## src/hw/rtl/puewe_pkg.sv

```systemverilog
// ----------------------------------------------------------------------------
// puewe_pkg
// Shared types, constants and codes for the per-user event window block.
// ----------------------------------------------------------------------------
package puewe_pkg;

    localparam int UserSlotsDef    = 64;
    localparam int HistoryDepthDef = 32;

    localparam int ModeW   = 3;
    localparam int UserW   = 6;
    localparam int ZoneW   = 16;
    localparam int TimeW   = 32;
    localparam int WinW    = 16;
    localparam int CapW    = 6;
    localparam int CntW    = 6;
    localparam int TotW    = 7;
    localparam int CfgIdxW = 1;

    localparam int InDataW  = 56;
    localparam int InUserW  = ModeW;
    localparam int OutDataW = 40;
    localparam int OutUserW = 1;

    localparam logic [WinW-1:0] WindowReset = 16'd300;
    localparam logic [CapW-1:0] CapReset    = 6'd32;

    localparam logic [CfgIdxW-1:0] CfgWindow = 1'b0;
    localparam logic [CfgIdxW-1:0] CfgCap    = 1'b1;

    localparam logic [ModeW-1:0] ModeAdd      = 3'd0;
    localparam logic [ModeW-1:0] ModeSweep    = 3'd1;
    localparam logic [ModeW-1:0] ModeRmEmpty  = 3'd2;
    localparam logic [ModeW-1:0] ModeRmUser   = 3'd3;

    typedef enum logic [2:0] {
        ST_IDLE,
        ST_LOOKUP,
        ST_READ,
        ST_CHECK,
        ST_EMIT,
        ST_FINISH,
        ST_STATUS
    } ctrl_state_t;

    // commands from controller to datapath
    typedef struct packed {
        logic load;      // capture input transaction
        logic apply;     // present mark, trim and push or erase
        logic rd_front;  // read front event of the ring
        logic pop;       // drop front event and present report
        logic finish;    // sweep erase check
        logic status;    // present status
    } ctrl_cmd_t;

    // status from datapath to controller
    typedef struct packed {
        logic can_expire;  // ring not empty and front event too old
        logic do_expire;   // mode expires events
    } dp_stat_t;

endpackage

```

## src/hw/rtl/puewe_ctrl.sv

```systemverilog
// ----------------------------------------------------------------------------
// puewe_ctrl
// Sequencer for one transaction: lookup, update, expiry loop, status.
// ----------------------------------------------------------------------------
module puewe_ctrl (
    input  logic                  aclk,
    input  logic                  aresetn,
    input  logic                  in_valid,
    output logic                  in_ready,
    output logic                  out_valid,
    input  logic                  out_ready,
    output puewe_pkg::ctrl_cmd_t  cmd,
    input  puewe_pkg::dp_stat_t   stat
);
    import puewe_pkg::*;

    ctrl_state_t state_reg, state_next;

    // state register
    always_ff @(posedge aclk) begin
        if (!aresetn) begin
            state_reg <= ST_IDLE;
        end else begin
            state_reg <= state_next;
        end
    end

    // next state and commands
    always_comb begin
        state_next = state_reg;
        cmd        = '0;
        in_ready   = 1'b0;
        out_valid  = 1'b0;
        case (state_reg)
            ST_IDLE: begin
                in_ready = 1'b1;
                if (in_valid) begin
                    cmd.load   = 1'b1;
                    state_next = ST_LOOKUP;
                end
            end
            ST_LOOKUP: begin
                cmd.apply  = 1'b1;
                state_next = stat.do_expire ? ST_READ : ST_STATUS;
            end
            ST_READ: begin
                cmd.rd_front = 1'b1;
                state_next   = ST_CHECK;
            end
            ST_CHECK: begin
                state_next = stat.can_expire ? ST_EMIT : ST_FINISH;
            end
            ST_EMIT: begin
                out_valid = 1'b1;
                if (out_ready) begin
                    cmd.pop    = 1'b1;
                    state_next = ST_READ;
                end
            end
            ST_FINISH: begin
                cmd.finish = 1'b1;
                state_next = ST_STATUS;
            end
            ST_STATUS: begin
                out_valid  = 1'b1;
                cmd.status = 1'b1;
                if (out_ready) begin
                    state_next = ST_IDLE;
                end
            end
            default: state_next = ST_IDLE;
        endcase
    end

endmodule

```

## config.mk

```make
export PLATFORM = sky130hd
export DESIGN_NAME = puewe_ctrl
export DESIGN_NICKNAME = d
export VERILOG_FILES = /design/src/hw/rtl/puewe_pkg.sv /design/src/hw/rtl/puewe_ctrl.sv
export SDC_FILE = /design/constraint.sdc
export NUM_CORES = 1
export LEC_CHECK = 0
export BUFFER_PORTS_ARGS = -buffer_cell sky130_fd_sc_hd__buf_2
export CAP_MARGIN = 10
export CORE_AREA = 2 2 39 41
export CTS_BUF_LIST = sky130_fd_sc_hd__clkbuf_4
export DETAILED_ROUTE_END_ITERATION = 6
export DIE_AREA = 0 0 41 43
export PLACE_DENSITY = 0.37
export SLEW_MARGIN = 20
export SYNTH_ARGS = -nofsm -noshare
export SYNTH_HDL_FRONTEND = slang
export SYNTH_SLANG_ARGS = --single-unit
export TNS_END_PERCENT = 50
```

## constraint.sdc

```tcl
create_clock -name aclk -period 1.57 [get_ports aclk]
set_input_delay 0.0785 -clock aclk [delete_from_list [all_inputs] [get_ports aclk]]
set_output_delay 0.0785 -clock aclk [all_outputs]
set_load 0.01 [all_outputs]
```

# Yosys cells after proc, flatten, opt, wreduce, memory -nomap -nowiden
# Cells that the tools add are included.
# W data, S select, Z words.
dict set report totals {
  register_bits 3
  output_inout_bits 8
  word_cells 29
}
dict set report classes {
  eq_ne 9
  muxes 16
  n_reduce_logical 3
}
# operator n
set ops {}
lappend ops {{$pmux W3 S7} 1}
lappend ops {{$mux W3} 4}
lappend ops {{$mux W1} 11}
lappend ops {{$eq A3 B3 Y1 const B} 3}
lappend ops {{$eq A3 B2 Y1 const B} 2}
lappend ops {{$ne A2 B2 Y1 const B} 3}
lappend ops {{$eq A3 B1 Y1 const B} 1}
lappend ops {{$logic_not A3 Y1} 1}
lappend ops {{$reduce_and A3 Y1} 1}
lappend ops {{$reduce_or A2 Y1} 1}

# Longest topological paths before layout
dict set report logic_depth {
  ltp_word 3
  mapped_depth 4
}

# Least setup slack after synthesis
# Ideal clock, no wire load.
dict set report synth_timing {
  path_kind {reg2out}
  startpoint {reg state_reg[2]}
  endpoint {out cmd[5] (netlist name)}
  arrival_time_ns 0.853
  path_slack_ns 0.638
  path_stages_with_launch 4
  path_buffers 1
  path_cell_list {dfxtp_1 > buf_6 > nor3_2 > and2_1}
}
# item line
set synth_rtl {}
lappend synth_rtl {{start, declared} puewe_ctrl.sv:17} ;# ctrl_state_t state_reg, state_next;
lappend synth_rtl {{start signal, assigned} puewe_ctrl.sv:24} ;# state_reg <= state_next;
lappend synth_rtl {{end, declared} puewe_ctrl.sv:12} ;# output puewe_pkg::ctrl_cmd_t cmd,

==> results.txt <==
* Number of endpoints with negative hold slack in the final report: 0
* Number of clock sinks seen by CTS: 3
* Sequential-to-total area share from yosys stat: 27.4%
- Setup slack on the worst reg-to-reg path comes out at 0.55 ns.
- Global routing used 8.01% of the available tracks.
- Detailed placement finished with a half-perimeter wire length of 377 um.
- Area inside the core boundary: 1380 sq um
- Number of register bits inferred by synthesis: 3
* Area grow syn2layout: 44.0%
- Vias per Instance: 3.88
- Flip-flop count of the largest register, all copies and words added: 3
- Worst R2R Path Depth: 3
* Initial core utilization: 15.8%
- The worst hold path begins at stat[0].
- In this run the deepest clock path goes through 2 buffers.
* Layout Cells excl Fill: 56
- For hold timing, the worst endpoint is state_reg[2]$_SDFFE_PN0P_.
- CP cell instances: nor2b_2 -> and3_1 -> buf_2
* Num rows: 14
- Count of cells resized by post-cts repair: 0
- Number of buffers added for setup after CTS: 0
- Synthesized netlist cell count: 25
- For this block, the routed nets add up to 533 um of wire.
* Insertion delay of the later-clocked pin in the worst-skew pair: 0.23 ns
- For this run, the share of the core covered by cells in the final layout is 22.8%.
- Clk slew on worst S/H paths: 0.04 ns
- # H-tree levels: 1
- The flow ran to the end, and the final reports show no timing, DRC or antenna violations.
* Portion of total power attributed to the clock network: 38.9%
- The first routing iteration left 3 violations.
- Measured along the y axis, the die boundary spans 43 um.
* Static leakage: 0.000164 uW
- The repair_antennas step left the layout with diodes totalling 0.
* Final Net Count: 47
- Final Slew Violations: 0
- From left edge to right edge, the die measures 41 um.
* Internal cell power: 267 uW
- CTS tree: built
* Area of the die: 1760 sq um
- Cell Count Post-Placement: 52
- For this design, the slowest cell found on the critical path is dfxtp_1.
* Data required time at the worst endpoint: 1.49 ns
- Worst vdd ir: 410 uV
* Layout cells sized above 1: 57.5%
- PnR Total Power: 400 uW
* Synth Net Count: 31
- For this run the aggregate overflow at the end of global routing stands at 0.
* Buffer cell driving the clock tree root: clkbuf_4
- The first detailed-routing pass took 2 iterations.
- Max Clock Skew: 0.00204 ns
* Antenna Nets Post-Route: 0
- Pin placement for this block handled 14 I/O pins.
- The critical path is of the reg2out type.
* Biggest cell delay along the critical path: 0.50 ns
- Netlist area before placement: 219 sq um
- Net switching is 33.2% of the power.
- Mean routed wirelength per cell: 9.52 um
* Accumulated negative setup slack: 0 ns
- Timing analysis after detailed placement gives a worst setup slack of 0.508 ns.
* Source of the worst register-to-register timing path: state_reg[1]$_SDFFE_PN0P_
- Dividing the final minimum period by the clock period gives 83.4%.
* Number of antenna violations at the first check in global routing: 0
* CTS Hold Bufs: 0
- In this run the power density over the cells is 1270 nW/um^2.
- Of all nets on the critical path, the largest fanout is 10.
- Buffers placed on the I/O ports in this run total 13.
- Routability-driven placement finished with a final weighted congestion of 0.576.
- The first global-routing pass estimated 890 um of wire.
- After layout, the worst setup slack is 0.260 ns.
- The path class of the tightest hold or removal check is in2reg.
- DRC violation count after routing: 0
- For the pin with the worst max-slew slack, the measured transition is 0.329 ns.
- End of the worst register-to-register path: state_reg[0]$_SDFFE_PN0P_
- Unrepaired setup endpoints after global routing: false
- Setup crit end kind: output port
- The detailed router placed 217 vias in this run.
* Depth of the worst hold-timing path: 2
- The number of global-route vias before repair is 203.
* Tightest slew margin relative to the limit: 78.1%
- Data arrives at the worst endpoint at 1.23 ns.
- Based on the critical path, the design can be clocked at up to 764 MHz.
- The clock period could shrink to 1.31 ns.
* Share of power burned in combinational logic: 30.1%
- The Yosys step of the flow raised 0 warnings.
- The worst setup path is launched from a register.
- Library cells used by synthesis: 19
- Switching power: 132 uW
- Of the total power, registers draw 31.1%.
- Mapped Avg Cell Area: 8.76 sq um
* Most common library cell in the layout ignoring fill and taps: buf_2
* Pin count of the biggest net entering global routing: 11
- Across the run, the number of max-cap violations was 0.
* TritonCTS Buffers: 3
* Commonest cells after routing, fill and taps aside: 13 x buf_2, 4 x clkbuf_4, 3 x and2_1, 3 x dfxtp_1
* Setup-failing EPs final: 0
-- cells in the mapped netlist --
cell / instances / area share [%]
a21oi_2: 1 / 4.0
and3_1: 1 / 2.9
o22ai_1: 1 / 2.9
buf_6: 1 / 5.1
nor2b_2: 1 / 4.0
inv_1: 1 / 1.7
nor3_1: 1 / 2.3
and3b_1: 1 / 4.0
nor3_2: 1 / 4.6
dfxtp_1: 3 / 27
xnor2_1: 1 / 4.0
o21ai_1: 1 / 2.3
and2_1: 3 / 8.6
nor3b_1: 1 / 3.4
nor2_1: 2 / 3.4
a211oi_2: 1 / 5.7
and2b_1: 1 / 3.4
and3_2: 2 / 6.9
buf_4: 1 / 3.4
-- worst max path at each step --
stage,from,to
floorplan,state_reg[2]$_SDFFE_PN0P_,cmd[5]
global placement,state_reg[2]$_SDFFE_PN0P_,cmd[2]
detailed placement,state_reg[2]$_SDFFE_PN0P_,cmd[2]
CTS,state_reg[2]$_SDFFE_PN0P_,cmd[2]
global route,state_reg[2]$_SDFFE_PN0P_,cmd[2]
finish,state_reg[2]$_SDFFE_PN0P_,cmd[2]
-- critical path: cells and delay by family, from the launching register on --
family / cells / cell delay [ns]
AND/OR/NAND/NOR: 2 / 0.37
buffers and inverters: 1 / 0.12
flip-flops: 1 / 0.50
-- power groups by stage --
| stage | Clock, uW | Sequential, uW | Combinational (uW) |
|---|---|---|---|
| 2_1_floorplan | 0 | 102 | 108 |
| 3_3_place_gp | 0 | 125 | 126 |
| 3_5_place_dp | 0 | 125 | 121 |
| 4_1_cts | 162 | 124 | 122 |
| 5_1_grt | 172 | 128 | 132 |
| 6_report | 155 | 124 | 120 |
-- final cells by class --
class / count / area (sq um)
fill: 151 / 1070
tap: 16 / 20.0
inverter: 1 / 3.75
clock buffer: 4 / 30.0
timing repair buffer: 13 / 65.1
sequential: 3 / 60.1
multi-input combinational: 19 / 136
-- cell families after synthesis --
group,Yosys count,share of synthesized area (%)
buffers and inverters,3,10.3
xor gates and xnor gates,1,4.00
DFF,3,27.4
and+or+nand+nor,14,43.4
AOI/OAI and AO/OA,4,14.9
-- per-stage QoR --
| stage | instance area (sq um) | hold slack [ns] |
|---|---|---|
| finish | 315 | 0.0230 |
| global route | 315 | 0.0191 |
| CTS | 315 | 0.0152 |
| detailed placement | 285 | 0.263 |
| global placement | 285 | 0.269 |
| floorplan | 219 | 0.164 |
-- routing by layer --
layer / vias up / wire length (um) / track usage (%)
met5: - / 0 / 0
met4: 0 / 0 / 6.00
met3: 0 / 65 / 6.28
met2: 12 / 196 / 8.13
met1: 88 / 271 / 10.5
li1: 117 / - / -
No activity file was read; power rests on OpenSTA's default activity.
